File: config.mk
export PLATFORM = sky130hd
export DESIGN_NAME = ncs_arith
export DESIGN_NICKNAME = d
export VERILOG_FILES = /design/src/hdl/ncs_pkg.sv /design/src/hdl/ncs_arith.sv
export SDC_FILE = /design/constraint.sdc
export NUM_CORES = 2
export LEC_CHECK = 0
export ABC_AREA = 1
export BUFFER_PORTS_ARGS = -buffer_cell sky130_fd_sc_hd__buf_2
export CORE_UTILIZATION = 56
export CTS_CLUSTER_SIZE = 10
export DETAILED_ROUTE_END_ITERATION = 8
export MAX_ROUTING_LAYER = met4
export PLACE_DENSITY = 0.73
export SYNTH_ARGS = -nofsm -noshare
export SYNTH_HDL_FRONTEND = slang
export SYNTH_SLANG_ARGS = --single-unit
File: constraint.sdc
create_clock -name i_clk -period 33.5 [get_ports i_clk]
set_clock_uncertainty 0.2 [all_clocks]
set_input_delay 1.675 -clock i_clk [delete_from_list [all_inputs] [get_ports i_clk]]
set_output_delay 1.675 -clock i_clk [all_outputs]
set_load 0.01 [all_outputs]
File: src/hdl/ncs_pkg.sv
// Shared types, constants and saturating Q32.32 helpers for the spline block.
// No dependencies; every other file imports this package.
package ncs_pkg;

    localparam int IDX_W = 6;            // knot index carried between front and back
    localparam int QUEUE_DEPTH = 4;      // entries between front and back

    localparam logic signed [63:0] Q_MAX   = 64'sh7FFF_FFFF_FFFF_FFFF;
    localparam logic signed [63:0] Q_MIN   = 64'sh8000_0000_0000_0000;
    localparam logic signed [63:0] Q_THREE = 64'sh0000_0003_0000_0000;

    // One knot request
    typedef struct packed {
        logic signed [31:0] knot_x;
        logic signed [31:0] knot_y;
        logic               final_knot;
    } t_knot;

    // One result request
    typedef struct packed {
        logic [4:0]         interval_index;
        logic signed [63:0] coef_a;
        logic signed [63:0] coef_b;
        logic signed [63:0] coef_c;
        logic signed [63:0] coef_d;
        logic               run_end;
        logic               fault;
    } t_result;

    // Classified knot handed from front to back
    typedef struct packed {
        logic [IDX_W-1:0]   idx;
        logic               store;
        logic               has_prev;
        logic               final_knot;
        logic               fault;
        logic signed [31:0] y;
        logic signed [32:0] h;
        logic signed [32:0] dy;
    } t_item;

    typedef enum logic {OP_MUL, OP_DIV} t_op;

    typedef struct packed {
        logic               start;
        t_op                op;
        logic signed [63:0] a;
        logic signed [63:0] b;
    } t_arith_req;

    typedef struct packed {
        logic               done;
        logic signed [63:0] res;
    } t_arith_rsp;

    function automatic logic signed [63:0] sat_add(input logic signed [63:0] a,
                                                   input logic signed [63:0] b);
        logic signed [64:0] s;
        s = {a[63], a} + {b[63], b};
        if (s[64] != s[63]) return s[64] ? Q_MIN : Q_MAX;
        return s[63:0];
    endfunction

    function automatic logic signed [63:0] sat_sub(input logic signed [63:0] a,
                                                   input logic signed [63:0] b);
        logic signed [64:0] s;
        s = {a[63], a} - {b[63], b};
        if (s[64] != s[63]) return s[64] ? Q_MIN : Q_MAX;
        return s[63:0];
    endfunction

    function automatic logic [63:0] mag(input logic signed [63:0] v);
        return v[63] ? 64'(-v) : 64'(v);
    endfunction

    // Signed result from sign, overflow flag and magnitude, saturated
    function automatic logic signed [63:0] from_mag(input logic neg, input logic ovf,
                                                    input logic [63:0] m);
        if (neg) begin
            if (ovf || m[63]) return Q_MIN;
            return -$signed(m);
        end
        if (ovf || m[63]) return Q_MAX;
        return $signed(m);
    endfunction

endpackage

File: src/hdl/ncs_arith.sv
// Shared multi-cycle Q32.32 unit: multiply from four 32x32 partial products,
// restoring divide two quotient bits per cycle. Depends on ncs_pkg.
module ncs_arith import ncs_pkg::*; (
    input  logic       i_clk,
    input  logic       i_rst_n,
    input  t_arith_req i_req,
    output t_arith_rsp o_rsp
);
    localparam int DIV_BITS = 2;
    localparam int DIV_CYC  = 96 / DIV_BITS;

    typedef enum logic [1:0] {A_IDLE, A_DIV, A_MUL, A_FIN} t_state;

    t_state             r_state;
    t_op                r_op;
    logic               r_neg;
    logic [63:0]        r_a_mag, r_b_mag;
    logic [95:0]        r_num, r_q;
    logic [64:0]        r_rem;
    logic [127:0]       r_acc;
    logic [63:0]        r_prod;
    logic [1:0]         r_psel;
    logic [5:0]         r_cnt;
    logic               r_done;
    logic signed [63:0] r_res;

    logic [95:0]  w_num, w_q;
    logic [64:0]  w_rem;
    logic [31:0]  w_pa, w_pb;
    logic [127:0] w_term;

    // Divide step: DIV_BITS shift-compare-subtract rounds
    always_comb begin
        w_rem = r_rem;
        w_num = r_num;
        w_q   = r_q;
        for (int k = 0; k < DIV_BITS; k++) begin
            w_rem = {w_rem[63:0], w_num[95]};
            w_num = w_num << 1;
            w_q   = w_q << 1;
            if (w_rem >= {1'b0, r_b_mag}) begin
                w_rem = w_rem - {1'b0, r_b_mag};
                w_q[0] = 1'b1;
            end
        end
    end

    // Partial product select and its alignment in the accumulator
    always_comb begin
        w_pa = r_cnt[1] ? r_a_mag[63:32] : r_a_mag[31:0];
        w_pb = r_cnt[0] ? r_b_mag[63:32] : r_b_mag[31:0];
        if (r_psel == 2'd0)      w_term = {64'd0, r_prod};
        else if (r_psel == 2'd3) w_term = {r_prod, 64'd0};
        else                     w_term = {32'd0, r_prod, 32'd0};
    end

    assign o_rsp.done = r_done;
    assign o_rsp.res  = r_res;

    // Sequencer
    always_ff @(posedge i_clk) begin
        if (!i_rst_n) begin
            r_state <= A_IDLE;
            r_done  <= 1'b0;
        end else begin
            r_done <= 1'b0;
            unique case (r_state)
                A_IDLE: begin
                    if (i_req.start) begin
                        r_op    <= i_req.op;
                        r_neg   <= i_req.a[63] ^ i_req.b[63];
                        r_a_mag <= mag(i_req.a);
                        r_b_mag <= mag(i_req.b);
                        r_num   <= {mag(i_req.a), 32'd0};
                        r_rem   <= '0;
                        r_q     <= '0;
                        r_acc   <= '0;
                        if (i_req.op == OP_DIV) begin
                            r_cnt   <= 6'(DIV_CYC - 1);
                            r_state <= (i_req.b == '0) ? A_FIN : A_DIV;
                        end else begin
                            r_cnt   <= '0;
                            r_state <= A_MUL;
                        end
                    end
                end
                A_DIV: begin
                    r_rem <= w_rem;
                    r_num <= w_num;
                    r_q   <= w_q;
                    if (r_cnt == '0) r_state <= A_FIN;
                    else r_cnt <= r_cnt - 1'b1;
                end
                A_MUL: begin
                    if (r_cnt < 6'd4) begin
                        r_prod <= w_pa * w_pb;
                        r_psel <= r_cnt[1:0];
                    end
                    if (r_cnt != '0) r_acc <= r_acc + w_term;
                    if (r_cnt == 6'd4) r_state <= A_FIN;
                    else r_cnt <= r_cnt + 1'b1;
                end
                A_FIN: begin
                    r_res   <= (r_op == OP_MUL)
                             ? from_mag(r_neg, |r_acc[127:96], r_acc[95:32])
                             : from_mag(r_neg, |r_q[95:64], r_q[63:0]);
                    r_done  <= 1'b1;
                    r_state <= A_IDLE;
                end
                default: r_state <= A_IDLE;
            endcase
        end
    end

endmodule

==> flow_metrics.env <==
export IMPL_status="finished with violations"
export IMPL_violations="design-rule violations, max-capacitance violations, max-slew violations"
export IMPL_nets=13533
export IMPL_rsz0062_at_grt="false"
export IMPL_slew_violations=4
export IMPL_initial_core_util=0.564
export IMPL_path_delay_family="adder cells"
export IMPL_cp_slowest_stage_delay_ns=0.87
export IMPL_clock_sinks=621
export IMPL_grt_max_degree=101
export IMPL_core_rowCount=144
export IMPL_synthCells=11917
export IMPL_worst_setup_path_type="register to register"
export IMPL_setup_worst_path_end_class="register"
export IMPL_wl_per_cell_um=26.7
export IMPL_core_region_area_um2=154000
export IMPL_drtIter0Drc=12428
export IMPL_critPathSlowestCell="fa_1"
export IMPL_synthDistinctLibCells=59
export IMPL_vias=87213
export IMPL_grt_antenna_before_repair=23
export IMPL_async_flop_share=0
export IMPL_ys_ff_latch=621
export IMPL_setup_tns_ns=0
export IMPL_io_pins=197
export IMPL_crit_fanout=37
export IMPL_clk_latency_ns=0.75
export IMPL_dieHeight_um=396
export IMPL_max_freq_mhz=98.4
export IMPL_via_per_inst=6.19
export IMPL_clk_transition_reported_paths_ns=0.06
export IMPL_critical_path_required_ns=33.72
export IMPL_drive_gt1_frac=0.0474
export IMPL_synth_area_per_cell_um2=7.28
export IMPL_cap_violations=1
export IMPL_grt_overflow=0
export IMPL_arrival_ns=10.39
export IMPL_die_area_um2=156000
export IMPL_relSlewSlack=-0.0150
export IMPL_ys_flop_type="edfxtp_1"
export IMPL_postRouteAntennaNets=0
export IMPL_syn_nets=13479
export IMPL_die_w_um=396
export IMPL_postCtsSetupBuffers=0
export IMPL_synth_area_um2=86700
export IMPL_cts_tree="done"
export IMPL_finalSetupViolations=0
export IMPL_path_common_cell="fa_1"
export IMPL_place_gp_congestion=1.16
export IMPL_final_common_cell="nand2_1"
export IMPL_hold_viol_final=0
export IMPL_max_slew_worst_pin_slew_ns=1.51
export IMPL_cts_inserted_buffers=82
export IMPL_clockBufferDepth=3
export IMPL_wl_mm=376
export IMPL_period_share=0.303
export IMPL_cts_root_buffer="clkbuf_16"
export IMPL_yosysWarnings=0
export IMPL_grt_first_pass_wirelength_mm=540
export IMPL_area_delta_synth_final_pct=6.78
export IMPL_most_common_layout_cells="nand2_1, inv_1, nor2_1"
export IMPL_hp_class="register to register"
export IMPL_route_detailed_drc=2
export IMPL_track_usage=0.485
export IMPL_cp_start_kind="register"
export IMPL_ys_seq_area_frac=0.215
export IMPL_cts_hold_buffers=0
export IMPL_critPathBufInv=10
export IMPL_numPortBuffers=196
export IMPL_synth_edf_count=618
export IMPL_min_period_ns=10.17
export IMPL_firstDrtPassIters=9
export IMPL_grt_pass1_vias=84353
export IMPL_clock_tree_htree_level_count=3
export IMPL_cts_resized=0
export IMPL_dp_hpwl_mm=305
[final timing paths]
| check | end | depth (start not counted) | slack [ns] | start |
|---|---|---|---|---|
| worst max register to register | r_prod[46]$_DFFE_PP_ | 31 | 23.33 | r_cnt[1]$_DFFE_PP_ |
| worst min-delay path | r_num[91]$_DFFE_PP_ | 2 | 0.33 | r_num[89]$_DFFE_PP_ |
| worst min register to register | r_num[91]$_DFFE_PP_ | 2 | 0.33 | r_num[89]$_DFFE_PP_ |
| worst max-delay path | r_prod[46]$_DFFE_PP_ | 31 | 23.33 | r_cnt[1]$_DFFE_PP_ |
[layout make-up]
type | instances | area (um2)
Antenna cell | 22 | 55.1
Clock buffer | 93 | 2120
Clock inverter | 32 | 409
Fill cell | 13938 | 61200
Inverter | 2215 | 8320
Multi-Input combinational cell | 8750 | 58800
Sequential cell | 621 | 18600
Tap cell | 2044 | 2560
Timing Repair Buffer | 301 | 1770
[through the flow]
step	hold WS, ns	std cells	instance area (um2)	worst slack (ns)	util
6_report	0.329	14078	92600	23.33	0.602
5_1_grt	0.345	14074	92600	22.99	0.602
4_1_cts	0.327	14056	92600	23.60	0.602
3_5_place_dp	0.310	13931	90000	23.68	0.585
3_3_place_gp	0.300	13931	90000	23.84	0.585
2_1_floorplan	0.278	11917	86700	19.74	-
[worst reg2reg max path: cells and delay by family (launching register included)]
kind,cells,cell delay (ns)
buffers and inverters,10,2.45
AO/OA/AOI/OAI,3,0.70
AND/OR/NAND/NOR,8,1.46
flip-flops,1,0.32
adder cells (fa/ha/maj),9,4.62
XOR/XNOR,1,0.13
[cell families after synthesis]
family,after synthesis,synth area share
AO/OA/AOI/OAI,1752,0.111
XOR/XNOR,356,0.0359
buffers and inverters,2546,0.111
adder cells (fa/ha/maj),1430,0.284
flip-flops,621,0.215
multiplexers,1,0.000130
AND/OR/NAND/NOR,5211,0.243
[metal layers]
metal | share of wire | GRT usage | vias up
li1 | - | - | 37811
met1 | 0.36 | 0.594 | 41144
met2 | 0.43 | 0.710 | 6663
met3 | 0.13 | 0.127 | 1595
met4 | 0.082 | 0.310 | 0
met5 | 0 | - | -
[synthesized netlist by cell type (21+ instances only)]
cell / n / area [um2]
inv_1: 2169 / 8140
o21bai_1: 53 / 398
a31oi_1: 63 / 394
clkinv_1: 25 / 93.8
o211ai_1: 28 / 210
inv_2: 21 / 78.8
o22ai_1: 69 / 432
nand4_1: 116 / 726
xor2_1: 243 / 2130
o31ai_1: 37 / 278
nand3_1: 353 / 1770
o21a_1: 41 / 308
clkbuf_1: 279 / 1050
or2_2: 47 / 294
nor2_1: 1859 / 6980
nand2_1: 2489 / 9340
edfxtp_1: 618 / 18600
nor3_1: 202 / 1010
o21ai_0: 628 / 3140
a21o_1: 40 / 300
a21oi_1: 691 / 3460
buf_1: 34 / 128
nor4_1: 75 / 469
fa_1: 900 / 18000
a21boi_0: 25 / 188
ha_1: 530 / 6630
xnor2_1: 113 / 990
o21ai_1: 49 / 245
[state kept, by name (all words and copies together), names as in the netlist]
signal   cells
r_a_mag     64
r_acc      128
r_b_mag     64
r_cnt        6
r_done       1
r_neg        1
r_num       64
r_op         1
r_prod      64
r_psel       2
r_q         96
r_rem       64
r_res       64
r_state      2
Power is left out: the tool's default activity adds up to more than one toggle a clock period on the data nets, which glitch-free logic cannot reach.
