<file path="src/hdl/ncs_pkg.sv">
// Shared types, constants and saturating Q32.32 helpers for the spline block.
// No dependencies; every other file imports this package.
package ncs_pkg;

    localparam int IDX_W = 6;            // knot index carried between front and back
    localparam int QUEUE_DEPTH = 4;      // entries between front and back

    localparam logic signed [63:0] Q_MAX   = 64'sh7FFF_FFFF_FFFF_FFFF;
    localparam logic signed [63:0] Q_MIN   = 64'sh8000_0000_0000_0000;
    localparam logic signed [63:0] Q_THREE = 64'sh0000_0003_0000_0000;

    // One knot request
    typedef struct packed {
        logic signed [31:0] knot_x;
        logic signed [31:0] knot_y;
        logic               final_knot;
    } t_knot;

    // One result request
    typedef struct packed {
        logic [4:0]         interval_index;
        logic signed [63:0] coef_a;
        logic signed [63:0] coef_b;
        logic signed [63:0] coef_c;
        logic signed [63:0] coef_d;
        logic               run_end;
        logic               fault;
    } t_result;

    // Classified knot handed from front to back
    typedef struct packed {
        logic [IDX_W-1:0]   idx;
        logic               store;
        logic               has_prev;
        logic               final_knot;
        logic               fault;
        logic signed [31:0] y;
        logic signed [32:0] h;
        logic signed [32:0] dy;
    } t_item;

    typedef enum logic {OP_MUL, OP_DIV} t_op;

    typedef struct packed {
        logic               start;
        t_op                op;
        logic signed [63:0] a;
        logic signed [63:0] b;
    } t_arith_req;

    typedef struct packed {
        logic               done;
        logic signed [63:0] res;
    } t_arith_rsp;

    function automatic logic signed [63:0] sat_add(input logic signed [63:0] a,
                                                   input logic signed [63:0] b);
        logic signed [64:0] s;
        s = {a[63], a} + {b[63], b};
        if (s[64] != s[63]) return s[64] ? Q_MIN : Q_MAX;
        return s[63:0];
    endfunction

    function automatic logic signed [63:0] sat_sub(input logic signed [63:0] a,
                                                   input logic signed [63:0] b);
        logic signed [64:0] s;
        s = {a[63], a} - {b[63], b};
        if (s[64] != s[63]) return s[64] ? Q_MIN : Q_MAX;
        return s[63:0];
    endfunction

    function automatic logic [63:0] mag(input logic signed [63:0] v);
        return v[63] ? 64'(-v) : 64'(v);
    endfunction

    // Signed result from sign, overflow flag and magnitude, saturated
    function automatic logic signed [63:0] from_mag(input logic neg, input logic ovf,
                                                    input logic [63:0] m);
        if (neg) begin
            if (ovf || m[63]) return Q_MIN;
            return -$signed(m);
        end
        if (ovf || m[63]) return Q_MAX;
        return $signed(m);
    endfunction

endpackage

</file>
<file path="src/hdl/ncs_queue.sv">
// Short request queue between the front end and the solver.
// Depends on ncs_pkg.
module ncs_queue import ncs_pkg::*; (
    input  logic  i_clk,
    input  logic  i_rst_n,
    input  logic  i_push,
    input  t_item i_item,
    output logic  o_full,
    input  logic  i_pop,
    output t_item o_item,
    output logic  o_empty
);
    localparam int PW = $clog2(QUEUE_DEPTH);

    t_item         r_mem [QUEUE_DEPTH];
    logic [PW-1:0] r_wptr, r_rptr;
    logic [PW:0]   r_fill;

    assign o_full  = r_fill == (PW+1)'(QUEUE_DEPTH);
    assign o_empty = r_fill == '0;
    assign o_item  = r_mem[r_rptr];

    // Pointers and fill level
    always_ff @(posedge i_clk) begin
        if (!i_rst_n) begin
            r_wptr <= '0;
            r_rptr <= '0;
            r_fill <= '0;
        end else begin
            if (i_push) r_wptr <= (r_wptr == PW'(QUEUE_DEPTH - 1)) ? '0 : r_wptr + 1'b1;
            if (i_pop)  r_rptr <= (r_rptr == PW'(QUEUE_DEPTH - 1)) ? '0 : r_rptr + 1'b1;
            if (i_push && !i_pop) r_fill <= r_fill + 1'b1;
            else if (!i_push && i_pop) r_fill <= r_fill - 1'b1;
        end
    end

    always_ff @(posedge i_clk) begin
        if (i_push) r_mem[r_wptr] <= i_item;
    end

endmodule

</file>
<file path="config.mk">
export PLATFORM = sky130hd
export DESIGN_NAME = ncs_queue
export DESIGN_NICKNAME = d
export VERILOG_FILES = /design/src/hdl/ncs_pkg.sv /design/src/hdl/ncs_queue.sv
export SDC_FILE = /design/constraint.sdc
export NUM_CORES = 1
export LEC_CHECK = 0
export ABC_AREA = 1
export BUFFER_PORTS_ARGS = -buffer_cell sky130_fd_sc_hd__buf_2
export CAP_MARGIN = 25
export CORE_MARGIN = 1.5
export CORE_UTILIZATION = 33
export CTS_CLUSTER_SIZE = 25
export DETAILED_ROUTE_END_ITERATION = 7
export GPL_TIMING_DRIVEN = 0
export PLACE_DENSITY = 0.54
export SLEW_MARGIN = 10
export SYNTH_ARGS = -nofsm -noshare
export SYNTH_HDL_FRONTEND = slang
export SYNTH_SLANG_ARGS = --single-unit
</file>
<file path="constraint.sdc">
create_clock -name i_clk -period 3.4 [get_ports i_clk]
set_input_delay 0.17 -clock i_clk [delete_from_list [all_inputs] [get_ports i_clk]]
set_output_delay 0.17 -clock i_clk [all_outputs]
set_load 0.05 [all_outputs]
</file>
==> results of run 1 <==
-- placed cells by master (no fill, tap or decap), types with 8 or more instances in the layout --
| master | instances |
|---|---|
| clkbuf_1 | 53 |
| nand2_1 | 8 |
| dfxtp_1 | 9 |
| edfxtp_1 | 432 |
| inv_1 | 10 |
| o21ai_1 | 37 |
| buf_2 | 228 |
| buf_6 | 16 |
| o21ai_0 | 182 |
| o22ai_1 | 108 |
| nor2_1 | 224 |
| clkbuf_16 | 49 |
| clkinv_1 | 10 |
| dlygate4sd3_1 | 111 |
-- kinds of logic (layout without fill, tap and decap cells) --
family | after synthesis | in the layout | share of synthesized area, %
simple gates | 238 | 238 | 5.49
other cells | 0 | 2 | 0
xor+xnor | 1 | 1 | 0.0533
compound gates | 330 | 330 | 10.9
buf+inv | 86 | 508 | 3.05
flops | 441 | 441 | 80.0
fa+ha+maj | 7 | 7 | 0.578
-- flip-flops by register name (all words and copies together), names as in the netlist, named ones only --
name / count
r_mem: 432
r_fill: 3
r_rptr: 2
r_wptr: 2
-- where the power goes --
group | total [uW] | switching, uW | internal [uW]
combinational | 1980 | 1480 | 499
clock | 4910 | 2050 | 2860
sequential | 6270 | 50.7 | 6220
-- metal layers --
layer	up-vias	track usage, %	wire [um]
li1	4950	-	-
met1	5141	21.8	18400
met2	318	27.5	20200
met3	64	3.80	2750
met4	2	5.12	1020
met5	-	0	12
-- final cells by class --
type | count | area [um2] | area share [%]
multi-input combinational | 576 | 2790 | 13.2
antenna | 2 | 5.00 | 0.0237
sequential | 441 | 13200 | 62.3
inverter | 16 | 88.8 | 0.421
clock inverter | 24 | 200 | 0.949
buffer | 70 | 433 | 2.05
clock buffer | 62 | 1270 | 6.04
timing repair buffer | 336 | 2330 | 11.0
tap | 664 | 831 | 3.94
-- worst paths after layout --
kind | startpoint | end | cells after the start
setup / recovery | register | o_item[23] | 6
hold / removal | i_item[92] | r_mem[2][92] | 2
setup reg to reg | r_wptr[0] | r_mem[0][66] | 5
hold reg to reg | r_wptr[1] | r_wptr[1] | 2
-- timing repair --
action | in CTS | in global routing
endpoints found under the hold margin | 441 | 0
hold buffers | 111 | 0
setup endpoints to repair | 0 | 0
-- through the flow --
step	utilization (%)	area, um2	hold WS (ps)	total power, uW	instances
2_1_floorplan	-	16400	269	7650	1103
3_3_place_gp	37.5	18400	384	8270	1988
3_5_place_dp	37.7	18500	389	8270	1992
4_1_cts	43.0	21100	304	13300	2189
5_1_grt	43.0	21100	327	13600	2191
6_report	43.0	21100	348	13200	2191
==> metrics.md, run 1 <==
| Metric | Value |
|---|---|
| Max clock buf depth | `3` |
| DR pass1 iterations | `5` |
| Post-synth top area cell | `edfxtp_1` |
| Setup TNS Final | `0 ps` |
| Die Y | `roughly 230 um` |
| CP max-delay cell | `clkbuf_1` |
| CP Data Arrival Time | `between 2000 and 3000 ps` |
| Count leader, synth | `edfxtp_1` |
| Fmax | `about 360 MHz` |
| H-tree levels | `2` |
| Worst Skew | `just over 9 ps` |
| Hold Vio Cnt, Final | `0` |
| Yosys top cell area share | `between 70% and 80%` |
| Startpoint types | `register` |
| Initial Util | `between 30 and 40%` |
| First-pass GRT wire length | `~64 mm` |
| Drt total wl | `around 42 mm` |
| Peak supply drop | `514 uV` |
| RSZ-0062 raised after global routing | `false` |
| Initial DRC count | `around 600` |
| Slew Limit Fails | `0` |
| Total number of vias | `10500` |
| Postcts setup bufs | `0` |
| CTS clock-pin slew for the worst setup and hold paths | `60 ps` |
| Hold Path Class | `input port to register` |
| Final #Nets | `~1600` |
| Mapped Nets | `roughly 1200` |
| Initial antenna violation count | `3` |
| I/O pins | `between 200 and 250` |
| WS Path Type | `register to primary output` |
| Vias/cell | `4.78` |
| Vias in the first global route | `around 11000` |
| Mapped Cells | `roughly 1100` |
| Register area share after synthesis | `about four fifths` |
| IO Port Bufs | `221` |
| Ratio of cells with drive above 1 in the final layout | `21.2%` |
| Max incr delay on CP | `480 ps` |
| Largest net degree at the start of global routing | `63` |
| Pleak | `0.00738 uW` |
| Count of cell types in the netlist | `24` |
| Top cell by count, worst path | `buf_6` |
| Worst-Margin Slew | `about 800 ps` |
| FFs w/ async S/R, synth | `0%` |
| DRC violations left | `0` |
| Flop2flop setup slack | `roughly 1400 ps` |
| Pwr Density | `623 nW/um2` |
| Die footprint | `51200 um2` |
| Tot GR Track Use | `16.6%` |
| CTS tree | `yes` |
| Num rows | `81` |
| Crit path max fanout | `10` |
| Synth top cells by count | `edfxtp_1, nor2_1, o21ai_0` |
| Post-DP HPWL | `24.6 mm` |
| Top cells by area, synth | `edfxtp_1, o21ai_0, nor2_1, o22ai_1, o21ai_1` |
| Warnings, synthesis | `0` |
| Remaining Overflow, GRT | `0` |
| Pre-CTS setup slack | `~1200 ps` |
| Root buf cell | `clkbuf_16` |
| Slew margin rel. | `between 40% and 50%` |
| Synth Cell Area | `~16000 um2` |
| Average cell area after synthesis | `about 15 um2` |
| Worst-skew pair later-pin latency | `roughly 570 ps` |
| Chip Width | `roughly 230 um` |
| Setup WS post-layout | `604 ps` |
| Worst path cell trace | `buf_6 > buf_6 > clkbuf_1 > nor2_1 > o22ai_1 > buf_2` |
| Critical path buffer and inverter count | `4` |
| Filler instances | `~4600` |
| Synthesis-to-layout area growth | `28.3%` |
| Final setup fails | `0` |
| CTS sink count | `about 440` |
| Routed Antenna Nets | `0` |
| PostCTS Resize Cnt | `0` |
| Final Cycle Share | `~80%` |
| CTS buffer count | `47` |
| Top delay family on crit path | `buffers and inverters` |
| Status | `completed` |
| CP Capture Type | `primary output` |
| Clock period minus worst slack | `~2800 ps` |
| RD Place Congestion | `0.726` |
| Count of flip-flops with a built-in enable after synthesis | `432` |
| Core ar. | `between 40000 and 50000 um2` |
| Dominant synthesized flop cell | `edfxtp_1` |
| #FFs+latches synth | `about 440` |
| MaxCap Viol Count | `0` |
| Wirelength per Cell | `just under 20 um` |
| Req. time, crit path | `between 3000 and 4000 ps` |
Note: power is estimated with default switching activity, not from simulation.
==> inputs of run 2 (changes only) <==
clock period = 2.7 ns   (was 3.4 ns; I/O delays follow)
==> metrics.md, run 2 (same netlist as run 1, synthesis figures left out) <==
| Metric | Value |
|---|---|
| Status | `completed` |
| Max clock buf depth | `3` |
| Worst-skew pair later-pin latency | `580 ps` |
| Leading cell types in the layout, fill and taps excluded | `edfxtp_1, buf_2, nor2_1, o21ai_0, dlygate4sd3_1` |
| Slew margin rel. | `63.0%` |
| Final #Nets | `1621` |
| Max reg flops | `~430` |
| Startpoint types | `register` |
| MaxCap Viol Count | `0` |
| H-tree levels | `2` |
| Worst-Margin Slew | `556 ps` |
| Clock network fraction of design power | `37.1%` |
| Ratio of cells with drive above 1 in the final layout | `between 20% and 30%` |
| CTS clock-pin slew for the worst setup and hold paths | `about 60 ps` |
| P_sw | `between 4000 and 5000 uW` |
| Reg with most FFs | `r_mem` |
| Initial Util | `approximately 34%` |
| First-pass GRT wire length | `between 60 and 70 mm` |
| Initial DRC count | `around 660` |
| Core ar. | `roughly 49000 um2` |
| Vias in the first global route | `10500` |
| Num rows | `81` |
| Pre-CTS setup slack | `approximately 500 ps` |
| CTS tree | `yes` |
| CP max-delay cell | `dfxtp_1` |
| Total number of vias | `between 10000 and 15000` |
| CP Capture Type | `primary output` |
| Top cell by count, worst path | `buf_6` |
| Slew Limit Fails | `0` |
| Hold Path Class | `input port to register` |
| Worst path cell trace | `buf_6 > buf_6 > buf_6 > buf_2 > nor2_1 > o22ai_1 > buf_2` |
| Largest net degree at the start of global routing | `31` |
| Hold Slack | `312 ps` |
| # placed instances | `2006` |
| WS Path Type | `register to primary output` |
| RSZ-0062 raised after global routing | `false` |
| Remaining Overflow, GRT | `0` |
| DRC violations left | `0` |
| Worst Skew | `about 18 ps` |
| CTS buffer count | `48` |
| Vias/cell | `between 4 and 5` |
| Final Cycle Share | `between 90% and 100%` |
| Setup WS post-layout | `between 100 and 150 ps` |
| RD Place Congestion | `0.727` |
| Filler instances | `between 4000 and 5000` |
| CP Data Arrival Time | `2440 ps` |
| Fmax | `~400 MHz` |
| I/O pins | `222` |
| Max incr delay on CP | `approximately 320 ps` |
| Postcts setup bufs | `0` |
| Hold path cells | `2` |
| Routed Antenna Nets | `0` |
| Die Y | `226 um` |
| DR pass1 iterations | `5` |
| Post-DP HPWL | `roughly 26 mm` |
| Sequential share of power | `a little under half` |
| Pwr Density | `about 780 nW/um2` |
| Largest regs | `r_mem: 432 flops, r_fill: 3 flops` |
| Crit path max fanout | `10` |
| Pleak | `around 0.0075 uW` |
| Switch share | `a little over a quarter` |
| Post-Layout Cell Count | `2199` |
| Logic gate share of total power | `15.3%` |
| Initial antenna violation count | `1` |
| Req. time, crit path | `~2600 ps` |
| Final setup fails | `0` |
| Die footprint | `approximately 50000 um2` |
| Hold Vio Cnt, Final | `0` |
| Post-layout util | `between 40% and 50%` |
| Root buf cell | `clkbuf_16` |
| Top delay family on crit path | `buffers and inverters` |
| P_int | `around 12000 uW` |
| Clock period minus worst slack | `between 2000 and 3000 ps` |
| Critical path buffer and inverter count | `5` |
| Wirelength per Cell | `~19 um` |
| Tot GR Track Use | `between 10% and 20%` |
| Most common cell after layout, fill and taps aside | `edfxtp_1` |
| IO Port Bufs | `about 220` |
| Chip Width | `about 230 um` |
| Levels on crit path | `7` |
| Synthesis-to-layout area growth | `30.1%` |
| Placed inst area | `18800 um2` |
| Worst R2R Path Depth | `7` |
| Drt total wl | `about 43 mm` |
| CTS sink count | `between 400 and 500` |
| Post-route cell area | `21400 um2` |
| Peak supply drop | `553 uV` |
run 2: changes by cell type in the layout (fill, tap and decap cells not counted), sizes merged:
cell and change:
clkbuf -5, diode -1, buf +11, clkinv +6, inv -3
run 2: worst paths after layout:
kind              startpoint            to  slack [ps]
hold reg to reg    r_wptr[1]     r_wptr[1]         530
hold / removal    i_item[31]  r_mem[2][31]         310
setup reg to reg   r_wptr[0]  r_mem[0][12]         510
setup / recovery    register    o_item[69]         130
run 2: metrics by stage:
step           TNS (ps)  power (uW)
2_1_floorplan         0        9620
3_3_place_gp    -680490       10400
3_5_place_dp          0       10500
4_1_cts               0       16800
5_1_grt               0       17200
6_report              0       16600
run 2: power by group through the flow:
stage	clock, uW	sequential (uW)	combinational (uW)
after global routing	6570	7910	2720
final	6160	7890	2550
after CTS	6350	7890	2580
after global placement	0	8060	2340
after detailed placement	0	8030	2440
after floorplan	0	8040	1580
run 2: final cells by class:
| cell class | count | area (um2) | share of cell area, % |
|---|---|---|---|
| multi-input combinational | 576 | 2790 | 13.0 |
| clock buffer | 55 | 1250 | 5.83 |
| antenna | 1 | 2.50 | 0.0117 |
| inverter | 16 | 87.6 | 0.409 |
| clock inverter | 27 | 205 | 0.959 |
| timing repair buffer | 350 | 2630 | 12.3 |
| sequential | 441 | 13200 | 61.5 |
| tap | 664 | 831 | 3.88 |
| buffer | 69 | 453 | 2.12 |
run 2: what timing repair did:
action / CTS / global route
gates resized for setup: 9 / 21
hold buffers: 111 / 0
endpoints found under the hold margin: 441 / 0
setup endpoints to repair: 30 / 36
run 2: layer usage:
metal,up-vias,part of all wire (%),GRT usage [%]
met5,-,0,0
met4,0,1.5,3.96
met3,48,6.2,3.90
met2,302,49,27.5
met1,5225,44,22.0
li1,4974,-,-
run 2: worst register-to-register path, cell delays in order, from the launching register on:
cell and delay, ps:
dfxtp_1 400, inv_1 80, ha_1 190, nand2_1 100
clkinvlp_4 430, buf_16 340, buf_16 180, buf_12 190
