$ cat src/hdl/ncs_pkg.sv
// Shared types, constants and saturating Q32.32 helpers for the spline block.
// No dependencies; every other file imports this package.
package ncs_pkg;

    localparam int IDX_W = 6;            // knot index carried between front and back
    localparam int QUEUE_DEPTH = 4;      // entries between front and back

    localparam logic signed [63:0] Q_MAX   = 64'sh7FFF_FFFF_FFFF_FFFF;
    localparam logic signed [63:0] Q_MIN   = 64'sh8000_0000_0000_0000;
    localparam logic signed [63:0] Q_THREE = 64'sh0000_0003_0000_0000;

    // One knot request
    typedef struct packed {
        logic signed [31:0] knot_x;
        logic signed [31:0] knot_y;
        logic               final_knot;
    } t_knot;

    // One result request
    typedef struct packed {
        logic [4:0]         interval_index;
        logic signed [63:0] coef_a;
        logic signed [63:0] coef_b;
        logic signed [63:0] coef_c;
        logic signed [63:0] coef_d;
        logic               run_end;
        logic               fault;
    } t_result;

    // Classified knot handed from front to back
    typedef struct packed {
        logic [IDX_W-1:0]   idx;
        logic               store;
        logic               has_prev;
        logic               final_knot;
        logic               fault;
        logic signed [31:0] y;
        logic signed [32:0] h;
        logic signed [32:0] dy;
    } t_item;

    typedef enum logic {OP_MUL, OP_DIV} t_op;

    typedef struct packed {
        logic               start;
        t_op                op;
        logic signed [63:0] a;
        logic signed [63:0] b;
    } t_arith_req;

    typedef struct packed {
        logic               done;
        logic signed [63:0] res;
    } t_arith_rsp;

    function automatic logic signed [63:0] sat_add(input logic signed [63:0] a,
                                                   input logic signed [63:0] b);
        logic signed [64:0] s;
        s = {a[63], a} + {b[63], b};
        if (s[64] != s[63]) return s[64] ? Q_MIN : Q_MAX;
        return s[63:0];
    endfunction

    function automatic logic signed [63:0] sat_sub(input logic signed [63:0] a,
                                                   input logic signed [63:0] b);
        logic signed [64:0] s;
        s = {a[63], a} - {b[63], b};
        if (s[64] != s[63]) return s[64] ? Q_MIN : Q_MAX;
        return s[63:0];
    endfunction

    function automatic logic [63:0] mag(input logic signed [63:0] v);
        return v[63] ? 64'(-v) : 64'(v);
    endfunction

    // Signed result from sign, overflow flag and magnitude, saturated
    function automatic logic signed [63:0] from_mag(input logic neg, input logic ovf,
                                                    input logic [63:0] m);
        if (neg) begin
            if (ovf || m[63]) return Q_MIN;
            return -$signed(m);
        end
        if (ovf || m[63]) return Q_MAX;
        return $signed(m);
    endfunction

endpackage

$ cat src/hdl/ncs_front.sv
// Front end: accepts knots, counts them, flags overflow and non-increasing x.
// Depends on ncs_pkg; feeds ncs_queue.
module ncs_front import ncs_pkg::*; #(
    parameter int MAX_KNOTS = 32
) (
    input  logic  i_clk,
    input  logic  i_rst_n,
    input  logic  i_push,
    input  t_knot i_knot,
    input  logic  i_q_full,
    output logic  o_q_push,
    output t_item o_item
);
    localparam int CW = $clog2(MAX_KNOTS + 1);

    logic [CW-1:0]      r_count;
    logic               r_ovf;
    logic               r_bad;
    logic signed [31:0] r_xprev;
    logic signed [31:0] r_yprev;

    logic signed [32:0] w_h;
    logic               w_stored, w_has_prev, w_bad_now, w_accept;

    // Classify the incoming knot against the previous stored one
    always_comb begin
        w_h        = {i_knot.knot_x[31], i_knot.knot_x} - {r_xprev[31], r_xprev};
        w_stored   = r_count < CW'(MAX_KNOTS);
        w_has_prev = r_count != '0;
        w_bad_now  = w_stored && w_has_prev && (w_h[32] || w_h == '0);
        w_accept   = i_push && !i_q_full;
    end

    assign o_q_push = w_accept;

    always_comb begin
        o_item.idx        = IDX_W'(r_count);
        o_item.store      = w_stored;
        o_item.has_prev   = w_has_prev;
        o_item.final_knot = i_knot.final_knot;
        o_item.fault      = r_ovf || !w_stored || !w_has_prev || r_bad || w_bad_now;
        o_item.y          = i_knot.knot_y;
        o_item.h          = w_h;
        o_item.dy         = {i_knot.knot_y[31], i_knot.knot_y} - {r_yprev[31], r_yprev};
    end

    // Run bookkeeping; a marked knot empties the run
    always_ff @(posedge i_clk) begin
        if (!i_rst_n) begin
            r_count <= '0;
            r_ovf   <= 1'b0;
            r_bad   <= 1'b0;
        end else if (w_accept) begin
            if (i_knot.final_knot) begin
                r_count <= '0;
                r_ovf   <= 1'b0;
                r_bad   <= 1'b0;
            end else if (w_stored) begin
                r_count <= r_count + 1'b1;
                r_bad   <= r_bad || w_bad_now;
            end else begin
                r_ovf <= 1'b1;
            end
        end
    end

    always_ff @(posedge i_clk) begin
        if (w_accept && w_stored) begin
            r_xprev <= i_knot.knot_x;
            r_yprev <= i_knot.knot_y;
        end
    end

endmodule

$ cat config.mk
export PLATFORM = sky130hd
export DESIGN_NAME = ncs_front
export DESIGN_NICKNAME = d
export VERILOG_FILES = /design/src/hdl/ncs_pkg.sv /design/src/hdl/ncs_front.sv
export SDC_FILE = /design/constraint.sdc
export NUM_CORES = 1
export LEC_CHECK = 0
export ABC_AREA = 1
export BUFFER_PORTS_ARGS = -buffer_cell sky130_fd_sc_hd__buf_2
export CORE_MARGIN = 2
export CORE_UTILIZATION = 55
export CTS_CLUSTER_SIZE = 20
export DETAILED_ROUTE_END_ITERATION = 8
export GPL_ROUTABILITY_DRIVEN = 0
export PLACE_DENSITY = 0.92
export SLEW_MARGIN = 20
export SYNTH_ARGS = -nofsm -noshare
export SYNTH_HDL_FRONTEND = slang
export SYNTH_SLANG_ARGS = --single-unit
$ cat constraint.sdc
create_clock -name i_clk -period 4.4 [get_ports i_clk]
set_input_delay 0.44 -clock i_clk [delete_from_list [all_inputs] [get_ports i_clk]]
set_output_delay 0.44 -clock i_clk [all_outputs]
set_load 0.01 [all_outputs]
==> insert_results.sql, run 1 <==
INSERT INTO impl_metrics (metric_group, metric, value, unit) VALUES
('outcome', 'result_of_the_run', 'finished clean', ''),
('layout', 'mostFrequentLayoutCell', 'sky130_fd_sc_hd__nand2_1', ''),
('hold_path', 'min_path_type', 'input port to flip-flop', ''),
('global_route', 'via_count_of_the_first_global_routing_pass', '6753', ''),
('logic_synthesis', 'count_of_state_elements_after_synthesis', '72', ''),
('cts', 'cts.sink_count', '72', ''),
('cts', 'cts.htree.levels', '3', ''),
('place', 'place.port_buffers', '177', ''),
('sta', 'timing.fmax', '293.5', 'MHz'),
('die', 'floorplan.io_pins', '178', ''),
('sta', 'rsz0062_at_grt', 'no', ''),
('detailed_routing', 'drt-initial-drc-count', '599', ''),
('sta', 'report.final.hold_viol_count', '0', ''),
('detailed_routing', 'detail-route-antenna-nets', '0', ''),
('critical_path', 'worstSetupStartpointType', 'flip-flop', ''),
('detailed_routing', 'drt-pass1-iter-count', '5', ''),
('detailed_routing', 'post-route-drc-count', '0', ''),
('layout', 'fraction_of_layout_instances_using_a_drive_strength_above_1', '17.85', '%'),
('logic_synthesis', 'synth_sequential_area_ratio', '29.28', '%'),
('critical_path', 'setup.worst_path.class', 'flip-flop to output pin', ''),
('logic_synthesis', 'avgSynthCellArea', '6.695', 'um^2'),
('sta', 'period_needed', '3.407', 'ns'),
('die', 'die-height', '117.7', 'um'),
('sta', 'timing.final.setup_violations', '0', ''),
('cts', 'ctsHoldBuffers', '0', ''),
('logic_synthesis', 'leading_cell_types_by_total_area_after_synthesis', 'sky130_fd_sc_hd__edfxtp_1, sky130_fd_sc_hd__nand2_1, sky130_fd_sc_hd__inv_1', ''),
('detailed_routing', 'route.vias.total', '7161', ''),
('logic_synthesis', 'synth_fp_nets', '1199', ''),
('power', 'power', '2.295', 'mW'),
('logic_synthesis', 'synthDistinctLibCells', '37', ''),
('cts', 'postCtsSetupRepairBufs', '0', ''),
('sta', 'timing_worst_slew_pin_value', '0.6208', 'ns'),
('layout', 'most-common-layout-cells', 'sky130_fd_sc_hd__nand2_1, sky130_fd_sc_hd__inv_1, sky130_fd_sc_hd__buf_2', ''),
('layout', 'synthToLayoutAreaGrowth', '15.82', '%'),
('global_route', 'globalRouteOverflowTotal', '0', ''),
('layout', 'register_area', '2082', 'um^2'),
('layout', 'fillerInstances', '1131', ''),
('power', 'p_leak', '4.704', 'nW'),
('layout', 'area_of_the_multi_input_gates', '3850', 'um^2'),
('die', 'rows', '41', ''),
('logic_synthesis', 'number_of_enable_type_register_cells_in_the_synthesized_netlist', '64', ''),
('critical_path', 'critPathRequiredTime', '3.96', 'ns'),
('cts', 'clk_lat_worst_skew', '0.34', 'ns'),
('sta', 'finClkSkew', '0.005042', 'ns'),
('cts', 'clock_tree_from_tritoncts', 'built', ''),
('global_route', 'grt_first_pass_wirelength', '29660', 'um'),
('die', 'initial_core_util', '56.35', '%'),
('logic_synthesis', 'synth_top_area_cell', 'sky130_fd_sc_hd__edfxtp_1', ''),
('flow_run', 'drv.max_cap_violation_count', '0', ''),
('sta', 'timing.setup.tns', '0', 'ns'),
('critical_path', 'worst-endpoint-arrival', '2.97', 'ns'),
('logic_synthesis', 'synth_warnings', '0', ''),
('die', 'coreArea', '12620', 'um^2'),
('place', 'dp_hpwl', '14660', 'um'),
('detailed_routing', 'avgViaCountPerCell', '5.137', ''),
('power', 'peak_ir_drop_on_the_vdd_network', '0.1995', 'mV'),
('global_route', 'grt_use_total', '25.96', '%'),
('detailed_routing', 'totalWireLength', '18030', 'um'),
('cts', 'worst_setup_hold_path_clk_slew', '0.06', 'ns'),
('cts', 'cts_root_buffer', 'sky130_fd_sc_hd__clkbuf_16', ''),
('die', 'die_area', '13850', 'um^2'),
('logic_synthesis', 'dominantRegCellSynth', 'sky130_fd_sc_hd__edfxtp_1', ''),
('die', 'die_w', '117.7', 'um'),
('critical_path', 'critical_path_peak_fanout', '4', ''),
('global_route', 'antenna_found_initial', '1', ''),
('logic_synthesis', 'mappedNetlistArea', '7111', 'um^2'),
('sta', 'relSlewSlack', '58.51', '%'),
('cts', 'postCtsResizedCells', '0', ''),
('power', 'power_per_cell_area', '278.7', 'nW/um^2'),
('cts', 'cts-root-to-sink-buffers', '2', ''),
('sta', 'min_period_over_period', '77.43', '%'),
('logic_synthesis', 'post_synth_inst_count', '1062', ''),
('critical_path', 'crit_path_end_kind', 'output pin', ''),
('logic_synthesis', 'synthArstFlopShare', '0', '%'),
('global_route', 'grt_start_max_net_pins', '45', ''),
('detailed_routing', 'wl_per_cell', '12.93', 'um'),
('sta', 'drv_slew', '0', ''),
('logic_synthesis', 'synth_top_area_share', '27.03', '%'),
('layout', 'final_layout_net_count', '1353', ''),
('cts', 'cts-buffers-inserted', '9', '');
-- cell usage after synthesis, types with 2 or more instances --
library cell	instances
sky130_fd_sc_hd__o211ai_1	4
sky130_fd_sc_hd__nor2_2	7
sky130_fd_sc_hd__fa_1	2
sky130_fd_sc_hd__a21oi_1	63
sky130_fd_sc_hd__xnor2_1	14
sky130_fd_sc_hd__nand4_1	12
sky130_fd_sc_hd__nor3_1	12
sky130_fd_sc_hd__xor2_1	22
sky130_fd_sc_hd__a31oi_1	4
sky130_fd_sc_hd__dfxtp_1	8
sky130_fd_sc_hd__and2_1	2
sky130_fd_sc_hd__ha_1	66
sky130_fd_sc_hd__nand3_2	2
sky130_fd_sc_hd__o21ai_0	25
sky130_fd_sc_hd__o21bai_1	2
sky130_fd_sc_hd__a21o_1	4
sky130_fd_sc_hd__inv_2	6
sky130_fd_sc_hd__nor3_2	2
sky130_fd_sc_hd__o21ai_1	4
sky130_fd_sc_hd__inv_1	240
sky130_fd_sc_hd__edfxtp_1	64
sky130_fd_sc_hd__nor2_1	75
sky130_fd_sc_hd__nand3b_1	2
sky130_fd_sc_hd__buf_4	35
sky130_fd_sc_hd__nand2_1	318
sky130_fd_sc_hd__nor4_1	4
sky130_fd_sc_hd__nand3_1	48
sky130_fd_sc_hd__nand2_2	6
-- critical path: stages (launching register included) --
cell and delay, ns:
sky130_fd_sc_hd__edfxtp_1 0.36, sky130_fd_sc_hd__ha_1 0.22, sky130_fd_sc_hd__fa_1 0.42, sky130_fd_sc_hd__o21ai_1 0.23, sky130_fd_sc_hd__nand2_1 0.08, sky130_fd_sc_hd__nand2_1 0.12
sky130_fd_sc_hd__nand2_1 0.06, sky130_fd_sc_hd__nand2_1 0.16, sky130_fd_sc_hd__a21oi_1 0.13, sky130_fd_sc_hd__o21ai_0 0.35, sky130_fd_sc_hd__a21oi_1 0.15, sky130_fd_sc_hd__xnor2_1 0.20
sky130_fd_sc_hd__buf_2 0.17
-- where the power goes --
group | internal (mW) | switching (mW) | leakage, nW
registers | 0.775 | 0.00763 | 0.665
clock network | 0.397 | 0.282 | 0.134
logic | 0.304 | 0.529 | 3.91
-- logic make-up (layout without fill, tap and decap cells) --
family / Yosys count / in the layout / synth area share [%]
compound gates: 113 / 113 / 8.693
buf+inv: 281 / 440 / 16.68
simple gates: 492 / 492 / 28.73
other cells: 0 / 1 / 0
flops: 72 / 72 / 29.28
xor+xnor: 36 / 36 / 4.434
fa+ha+maj: 68 / 68 / 12.18
-- layer usage --
metal  wire, um  up-vias  track usage, %
li1           -     3603               -
met1       7406     3129           30.87
met2       8396      377           44.48
met3       1569       52           5.959
met4        654        0           11.97
met5          0        -               0
-- through the flow --
stage          cell area [um^2]  std cells  hold slack, ns  utilization (%)  worst slack, ns
6_report                   8235       1394          0.2910            65.26           0.9933
5_1_grt                    8233       1393          0.2785            65.24           0.7407
4_1_cts                    8233       1393          0.2714            65.24           0.9794
3_5_place_dp               7964       1377          0.4693            63.11            1.127
3_3_place_gp               7964       1377          0.4368            63.11            1.180
2_1_floorplan              7111       1062          0.4256                -           0.3241
-- flip-flops by register name (all words and copies together) (netlist names) --
signal / cells
r_xprev: 32
r_bad: 1
r_ovf: 1
r_count: 6
r_yprev: 32
-- path summary, 6_finish.rpt --
kind / from / to / slack [ns] / depth (start not counted)
max: r_yprev[0]$_DFFE_PP_ / o_item[18] / 0.99 / 12
min: i_knot[33] / r_xprev[0]$_DFFE_PP_ / 0.29 / 1
max reg2reg: r_xprev[0]$_DFFE_PP_ / r_bad$_SDFFE_PN0P_ / 1.76 / 17
min reg2reg: r_ovf$_SDFFE_PN0P_ / r_ovf$_SDFFE_PN0P_ / 0.47 / 2
-- area by class of cell --
type / count / share of cell area [%]
Inverter: 246 / 11.21
Tap cell: 172 / 2.613
Clock inverter: 3 / 0.2279
Clock buffer: 13 / 3.039
Timing Repair Buffer: 178 / 10.85
Multi-Input combinational cell: 709 / 46.75
Sequential cell: 72 / 25.28
Antenna cell: 1 / 0.03039
Note: power is estimated with default switching activity, not from simulation.
==> inputs of run 2 (changes only) <==
clock period = 3.4 ns   (was 4.4 ns; I/O delays follow)
==> run 2 against run 1 <==
Core utilization up 0.32 points. Register-to-register slack lost 0.82 ns. Total power increased by 32%. Largest cell class unchanged. Final area increased by 0.49%. Critical path type unchanged.
==> insert_results.sql, run 2 (synthesis results as in run 1) <==
INSERT INTO impl_metrics (metric_group, metric, value, unit) VALUES
('critical_path', 'critical_path.most_common_cell', 'sky130_fd_sc_hd__nand2_1', ''),
('global_route', 'grt_use_met3', '5.572', '%'),
('sta', 'worst_slack', '0.1762', 'ns'),
('detailed_routing', 'totalWireLength', '18000', 'um'),
('outcome', 'result_of_the_run', 'finished clean', ''),
('layout', 'synthToLayoutAreaGrowth', '16.38', '%'),
('power', 'power', '3.032', 'mW'),
('hold_path', 'holdPathStages', '1', ''),
('critical_path', 'r2r_worst_path_depth', '19', ''),
('cts', 'cts.htree.levels', '3', ''),
('critical_path', 'worst-endpoint-arrival', '2.88', 'ns'),
('layout', 'antennaDiodeCount', '0', ''),
('detailed_routing', 'detail-route-antenna-nets', '0', ''),
('critical_path', 'critical-path-max-stage-delay', '0.43', 'ns'),
('cts', 'cts-root-to-sink-buffers', '2', ''),
('sta', 'timing.fmax', '310.2', 'MHz'),
('power', 'power_per_cell_area', '366.3', 'nW/um^2'),
('global_route', 'met2_global_route_usage', '45.57', '%'),
('critical_path', 'worstReg2RegStart', 'r_xprev[0]$_DFFE_PP_', ''),
('place', 'pre_cts_ws', '0.3056', 'ns'),
('detailed_routing', 'route.vias.total', '7165', ''),
('layout', 'most-common-layout-cells', 'sky130_fd_sc_hd__nand2_1, sky130_fd_sc_hd__inv_1, sky130_fd_sc_hd__buf_2', ''),
('global_route', 'grtUsageMet1', '30.65', '%'),
('layout', 'largest_registers', 'r_xprev (32), r_yprev (32), r_count (6)', ''),
('global_route', 'grt_use_total', '25.80', '%'),
('cts', 'worst_setup_hold_path_clk_slew', '0.06', 'ns'),
('cts', 'ctsHoldBuffers', '0', ''),
('sta', 'drv_slew', '0', ''),
('place', 'place.port_buffers', '177', ''),
('layout', 'fraction_of_layout_instances_using_a_drive_strength_above_1', '18.18', '%'),
('global_route', 'globalRouteOverflowTotal', '0', ''),
('layout', 'final_layout_net_count', '1353', ''),
('die', 'die-height', '117.7', 'um'),
('global_route', 'grt_busiest_layer', 'met2', ''),
('die', 'coreArea', '12620', 'um^2'),
('cts', 'cts_root_buffer', 'sky130_fd_sc_hd__clkbuf_16', ''),
('die', 'initial_core_util', '56.35', '%'),
('critical_path', 'critical_path_peak_fanout', '4', ''),
('cts', 'cts.sink_count', '72', ''),
('sta', 'period_needed', '3.224', 'ns'),
('sta', 'timing.setup.tns', '0', 'ns'),
('power', 'peak_ir_drop_on_the_vdd_network', '0.3084', 'mV'),
('sta', 'min_period_over_period', '94.82', '%'),
('detailed_routing', 'drt-initial-drc-count', '549', ''),
('detailed_routing', 'post-route-drc-count', '0', ''),
('place', 'dp_hpwl', '14730', 'um'),
('critical_path', 'rr_endpoint', 'r_bad$_SDFFE_PN0P_', ''),
('cts', 'postCtsSetupRepairBufs', '0', ''),
('flow_run', 'drv.max_cap_violation_count', '0', ''),
('global_route', 'antenna_found_initial', '0', ''),
('sta', 'finClkSkew', '0.009177', 'ns'),
('layout', 'mostFrequentLayoutCell', 'sky130_fd_sc_hd__nand2_1', ''),
('hold_path', 'hold_end', 'r_xprev[0]$_DFFE_PP_', ''),
('detailed_routing', 'avgViaCountPerCell', '5.144', ''),
('critical_path', 'crit_path_end_kind', 'output pin', ''),
('global_route', 'grt_start_max_net_pins', '44', ''),
('critical_path', 'crit_path_cell_trace', 'ha_1, fa_1, o21ai_2, nand2_1, nand2_1, nand2_1, nand2_1, nand3_1, nand3_1, a21o_1, a21oi_1, o21ai_0, buf_2', ''),
('power', 'p_leak', '4.713', 'nW'),
('cts', 'cts-buffers-inserted', '9', ''),
('hold_path', 'min_path_type', 'input port to flip-flop', ''),
('sta', 'report.final.hold_viol_count', '0', ''),
('critical_path', 'worst-path-buf-inv', '1', ''),
('die', 'die_w', '117.7', 'um'),
('die', 'die_area', '13850', 'um^2'),
('sta', 'rsz0062_at_grt', 'no', ''),
('sta', 'relSlewSlack', '53.53', '%'),
('die', 'rows', '41', ''),
('critical_path', 'critPathRequiredTime', '3.06', 'ns'),
('die', 'floorplan.io_pins', '178', ''),
('hold_path', 'min_from', 'i_knot[33]', ''),
('layout', 'post-route-util', '65.58', '%'),
('cts', 'clock_tree_from_tritoncts', 'built', ''),
('critical_path', 'timing.critical_path.slowest_stage_cell', 'sky130_fd_sc_hd__fa_1', ''),
('cts', 'clk_lat_worst_skew', '0.34', 'ns'),
('sta', 'timing_worst_slew_pin_value', '0.6953', 'ns'),
('critical_path', 'worstSetupStartpointType', 'flip-flop', ''),
('sta', 'timing.final.setup_violations', '0', ''),
('critical_path', 'setup.reg_to_reg.worst_slack', '0.94', 'ns'),
('global_route', 'grt_first_pass_wirelength', '29220', 'um'),
('detailed_routing', 'wl_per_cell', '12.92', 'um'),
('global_route', 'via_count_of_the_first_global_routing_pass', '6521', ''),
('critical_path', 'critical-path-top-delay-family', 'compound AO/OA/AOI/OAI gates', ''),
('detailed_routing', 'drt-pass1-iter-count', '5', ''),
('critical_path', 'setup.worst_path.class', 'flip-flop to output pin', '');
## run 2: routing by layer
| layer | wire (um) | vias to the layer above |
|---|---|---|
| met5 | 0 | - |
| met4 | 574 | 0 |
| met3 | 1352 | 53 |
| met2 | 8557 | 313 |
| met1 | 7515 | 3185 |
| li1 | - | 3614 |
## run 2: worst reg2reg max path, delay by kind of cell, from the launching register on
kind            cells  cell delay [ns]
buf+inv             1             0.08
flops               1             0.36
compound gates      1             0.12
fa+ha+maj           2             0.56
simple gates       15             1.28
## run 2: worst max path at each step
stage / end / cells after the start / startpoint
after floorplan: r_xprev[0]$_DFFE_PP_ / 4 / i_push
after global placement: o_item[18] / 14 / i_knot[1]
after detailed placement: o_item[18] / 14 / i_knot[1]
after CTS: o_item[18] / 12 / r_yprev[0]$_DFFE_PP_
after global routing: o_item[98] / 20 / r_xprev[0]$_DFFE_PP_
final: o_item[32] / 13 / r_yprev[0]$_DFFE_PP_
## run 2: where the power goes
group | total [mW] | leakage (nW) | internal [mW] | switching, mW
Sequential | 1.01 | 0.665 | 1.00 | 0.00961
Clock | 0.933 | 0.138 | 0.569 | 0.363
Combinational | 1.09 | 3.91 | 0.397 | 0.689
## run 2: final cells by class
| class | count | area, um^2 |
|---|---|---|
| clock buffers | 13 | 240.2 |
| multi-input cells | 709 | 3865 |
| well taps | 172 | 215.2 |
| repair buffers | 178 | 905.9 |
| inverters | 246 | 923.4 |
| fillers | 1132 | 4344 |
| flip-flops and latches | 72 | 2082 |
| clock inverters | 3 | 43.79 |
## run 2: repair_timing
action,in CTS,in global routing
endpoints found under the setup margin,0,5
endpoints found under the hold margin,0,0
resized for setup,0,6
## run 2: through the flow
| step | hold slack, ns | instance area, um^2 | cells |
|---|---|---|---|
| final | 0.1897 | 8275 | 1393 |
| after global placement | 0.4384 | 7976 | 1377 |
| after detailed placement | 0.4412 | 7976 | 1377 |
| after floorplan | 0.4256 | 7113 | 1062 |
| after global routing | 0.1707 | 8275 | 1393 |
| after CTS | 0.1739 | 8260 | 1393 |
==> inputs of run 3 (changes only) <==
ABC_AREA = unset   (was 1)
BUFFER_PORTS_ARGS = unset   (was -buffer_cell sky130_fd_sc_hd__buf_2)
CORE_UTILIZATION = 65   (was 55)
DONT_BUFFER_PORTS = 1   (was unset)
PLACE_DENSITY = 0.91   (was 0.92)
==> run 3 against run 2 <==
Total power fell by 8.3%. Setup slack lost 0.45 ns. Combinational power fell by 7%. The flow now finishes with violations (setup timing). Count of clock-buffer cells in the layout down 3.
==> insert_results.sql, run 3 <==
INSERT INTO impl_metrics (metric_group, metric, value, unit) VALUES
('detailed_routing', 'detail-route-antenna-nets', '0', ''),
('sta', 'min_period_over_period', '108.0', '%'),
('layout', 'synthToLayoutAreaGrowth', '14.27', '%'),
('layout', 'antennaDiodeCount', '0', ''),
('layout', 'area_of_the_multi_input_gates', '4026', 'um^2'),
('cts', 'clk_lat_worst_skew', '0.35', 'ns'),
('layout', 'fin_area', '7192', 'um^2'),
('sta', 'drv_slew', '0', ''),
('layout', 'register_area', '2082', 'um^2'),
('outcome', 'failing_checks', 'setup timing', ''),
('power', 'power', '2.778', 'mW'),
('layout', 'largest_registers', 'r_xprev (32), r_yprev (32), r_count (6)', ''),
('die', 'die_area', '10490', 'um^2'),
('cts', 'cts-buffers-inserted', '9', ''),
('flow_run', 'drv.max_cap_violation_count', '0', ''),
('die', 'initial_core_util', '67.47', '%'),
('detailed_routing', 'drt-pass1-iter-count', '5', ''),
('logic_synthesis', 'leading_cell_types_by_total_area_after_synthesis', 'sky130_fd_sc_hd__edfxtp_1, sky130_fd_sc_hd__ha_1, sky130_fd_sc_hd__a21o_1', ''),
('sta', 'report.final.hold_viol_count', '0', ''),
('sta', 'worst_slack', '-0.2715', 'ns'),
('detailed_routing', 'totalWireLength', '16740', 'um'),
('sta', 'timing_worst_slew_pin_value', '0.7484', 'ns'),
('power', 'power_per_cell_area', '386.3', 'nW/um^2'),
('critical_path', 'crit_path_end_kind', 'output pin', ''),
('global_route', 'via_count_of_the_first_global_routing_pass', '5164', ''),
('detailed_routing', 'wl_per_cell', '19.79', 'um'),
('sta', 'finClkSkew', '0.008616', 'ns'),
('layout', 'mostFrequentLayoutCell', 'sky130_fd_sc_hd__inv_1', ''),
('sta', 'timing.final.setup_violations', '5', ''),
('place', 'dp_hpwl', '11570', 'um'),
('critical_path', 'setup.worst_path.class', 'flip-flop to output pin', ''),
('logic_synthesis', 'avgSynthCellArea', '9.042', 'um^2'),
('critical_path', 'critical_path_peak_fanout', '3', ''),
('detailed_routing', 'm1WireLength', '6116', 'um'),
('logic_synthesis', 'count_of_state_elements_after_synthesis', '72', ''),
('logic_synthesis', 'synth_sequential_area_ratio', '33.08', '%'),
('die', 'die-height', '102.4', 'um'),
('power', 'p_leak', '3.192', 'nW'),
('logic_synthesis', 'synth_top_area_cell', 'sky130_fd_sc_hd__edfxtp_1', ''),
('logic_synthesis', 'mappedNetlistArea', '6294', 'um^2'),
('critical_path', 'worstSetupStartpointType', 'flip-flop', ''),
('global_route', 'grt_first_pass_wirelength', '23540', 'um'),
('outcome', 'result_of_the_run', 'finished, violations left', ''),
('logic_synthesis', 'synth.top_cells.by_count', 'sky130_fd_sc_hd__inv_1, sky130_fd_sc_hd__ha_1, sky130_fd_sc_hd__edfxtp_1, sky130_fd_sc_hd__a21oi_1, sky130_fd_sc_hd__a21o_1', ''),
('cts', 'clock_tree_from_tritoncts', 'built', ''),
('cts', 'cts.sink_count', '72', ''),
('power', 'peak_ir_drop_on_the_vdd_network', '0.2224', 'mV'),
('global_route', 'grt_start_max_net_pins', '28', ''),
('layout', 'most-common-layout-cells', 'sky130_fd_sc_hd__inv_1, sky130_fd_sc_hd__edfxtp_1, sky130_fd_sc_hd__buf_4', ''),
('logic_synthesis', 'post_synth_inst_count', '696', ''),
('logic_synthesis', 'synthDistinctLibCells', '58', ''),
('layout', 'fraction_of_layout_instances_using_a_drive_strength_above_1', '20.64', '%'),
('global_route', 'grt_use_total', '28.50', '%'),
('layout', 'final_layout_net_count', '849', ''),
('critical_path', 'critPathRequiredTime', '3.06', 'ns'),
('sta', 'timing.setup.tns', '-0.5695', 'ns'),
('sta', 'timing.fmax', '272.4', 'MHz'),
('die', 'rows', '35', ''),
('cts', 'ctsHoldBuffers', '0', ''),
('logic_synthesis', 'synth_top_area_share', '30.54', '%'),
('logic_synthesis', 'number_of_enable_type_register_cells_in_the_synthesized_netlist', '64', ''),
('sta', 'rsz0062_at_grt', 'yes', ''),
('layout', 'fillerInstances', '573', ''),
('logic_synthesis', 'dominantRegCellSynth', 'sky130_fd_sc_hd__edfxtp_1', ''),
('detailed_routing', 'topRoutingLayerUsed', 'met4', ''),
('die', 'coreArea', '9328', 'um^2'),
('global_route', 'globalRouteOverflowTotal', '0', ''),
('detailed_routing', 'avgViaCountPerCell', '6.491', ''),
('detailed_routing', 'post-route-drc-count', '0', ''),
('critical_path', 'worst-endpoint-arrival', '3.33', 'ns'),
('logic_synthesis', 'synth_warnings', '0', ''),
('sta', 'relSlewSlack', '49.99', '%'),
('die', 'die_w', '102.4', 'um'),
('detailed_routing', 'route.vias.total', '5491', ''),
('logic_synthesis', 'synthArstFlopShare', '0', '%'),
('die', 'floorplan.io_pins', '178', ''),
('cts', 'cts_root_buffer', 'sky130_fd_sc_hd__clkbuf_8', ''),
('detailed_routing', 'met2_length', '8433', 'um'),
('logic_synthesis', 'cell_with_the_most_instances_after_synthesis', 'sky130_fd_sc_hd__inv_1', ''),
('cts', 'worst_setup_hold_path_clk_slew', '0.09', 'ns'),
('place', 'place_area', '6384', 'um^2'),
('layout', 'post-route-util', '77.10', '%'),
('logic_synthesis', 'synth_fp_nets', '833', ''),
('place', 'place.port_buffers', '0', ''),
('detailed_routing', 'wl_met3', '1671', 'um'),
('sta', 'period_needed', '3.671', 'ns'),
('hold_path', 'min_path_type', 'input port to flip-flop', ''),
('cts', 'cts-root-to-sink-buffers', '2', ''),
('cts', 'cts.htree.levels', '3', ''),
('detailed_routing', 'drt-initial-drc-count', '274', ''),
('global_route', 'antenna_found_initial', '0', '');
run 3: cell types whose count changed in the layout (fill, tap and decap cells not counted), moves of 32 or more:
cell / before / now
sky130_fd_sc_hd__a21oi_1: 63 / 31
sky130_fd_sc_hd__nand3_1: 48 / 9
sky130_fd_sc_hd__buf_4: 0 / 51
sky130_fd_sc_hd__a21o_1: 4 / 42
sky130_fd_sc_hd__inv_1: 240 / 79
sky130_fd_sc_hd__buf_2: 177 / 0
sky130_fd_sc_hd__nand2_1: 316 / 30
sky130_fd_sc_hd__nor2_1: 74 / 38
run 3: routing by layer:
metal / vias to the layer above / track usage [%]
met1: 2585 / 30.54
met2: 346 / 51.01
met4: 0 / 13.54
li1: 2510 / -
met5: - / 0
met3: 50 / 8.892
run 3: kinds of logic (layout without fill, tap and decap cells):
group	count (synthesis)	count (layout)	share of synthesized area, %
xor+xnor	54	54	7.515
compound gates	205	205	21.95
buf+inv	131	152	10.08
simple gates	164	164	13.30
mux	2	2	0.3181
flops	72	72	33.08
fa+ha+maj	68	68	13.76
run 3: critical path: stages (launching register included):
cell	delay (ns)
sky130_fd_sc_hd__edfxtp_1	0.37
sky130_fd_sc_hd__inv_1	0.07
sky130_fd_sc_hd__ha_1	0.24
sky130_fd_sc_hd__o21ai_1	0.23
sky130_fd_sc_hd__o21ai_2	0.12
sky130_fd_sc_hd__nor3b_4	0.17
sky130_fd_sc_hd__o311a_1	0.32
sky130_fd_sc_hd__o31a_1	0.33
sky130_fd_sc_hd__o41ai_2	0.24
sky130_fd_sc_hd__xnor2_1	0.13
sky130_fd_sc_hd__nor4_1	0.34
sky130_fd_sc_hd__o2111ai_2	0.20
sky130_fd_sc_hd__o21ai_2	0.23
run 3: area by class of cell:
type                            count  area share [%]
Tap cell                          129           2.244
Sequential cell                    72           28.95
Timing Repair Buffer               52           5.480
Clock buffer                       10           1.775
Multi-Input combinational cell    493           55.98
Inverter                           84           4.384
Clock inverter                      6           1.183
run 3: timing repair:
action | 4_1_cts | 5_1_grt
gates resized for setup | 25 | 75
endpoints found under the setup margin | 5 | 20
buffers inserted | 6 | 16
pin swaps | 14 | 46
run 3: worst paths after layout:
kind | startpoint | end | slack [ns] | depth (start not counted)
setup / recovery | r_xprev[8]$_DFFE_PP_ | o_item[98] | -0.27 | 12
hold / removal | i_knot[10] | r_yprev[9]$_DFFE_PP_ | 0.07 | 0
setup reg to reg | r_xprev[8]$_DFFE_PP_ | r_bad$_SDFFE_PN0P_ | 0.12 | 13
hold reg to reg | r_ovf$_SDFFE_PN0P_ | r_ovf$_SDFFE_PN0P_ | 0.51 | 2
run 3: stage by stage:
step	instances	worst slack, ns	hold slack, ns
3_3_place_gp	810	0.04753	0.4390
5_1_grt	846	-0.4103	0.05466
2_1_floorplan	696	0.1357	0.4371
3_5_place_dp	810	-0.03698	0.4390
4_1_cts	832	-0.2892	0.06009
6_report	846	-0.2715	0.07338
run 3: power by group:
group | total (mW) | switching (mW) | internal, mW | leakage (nW)
Clock | 0.758 | 0.347 | 0.411 | 0.104
Sequential | 1.01 | 0.0105 | 1.00 | 0.665
Combinational | 1.01 | 0.596 | 0.412 | 2.42
Total | 2.78 | 0.954 | 1.82 | 3.19
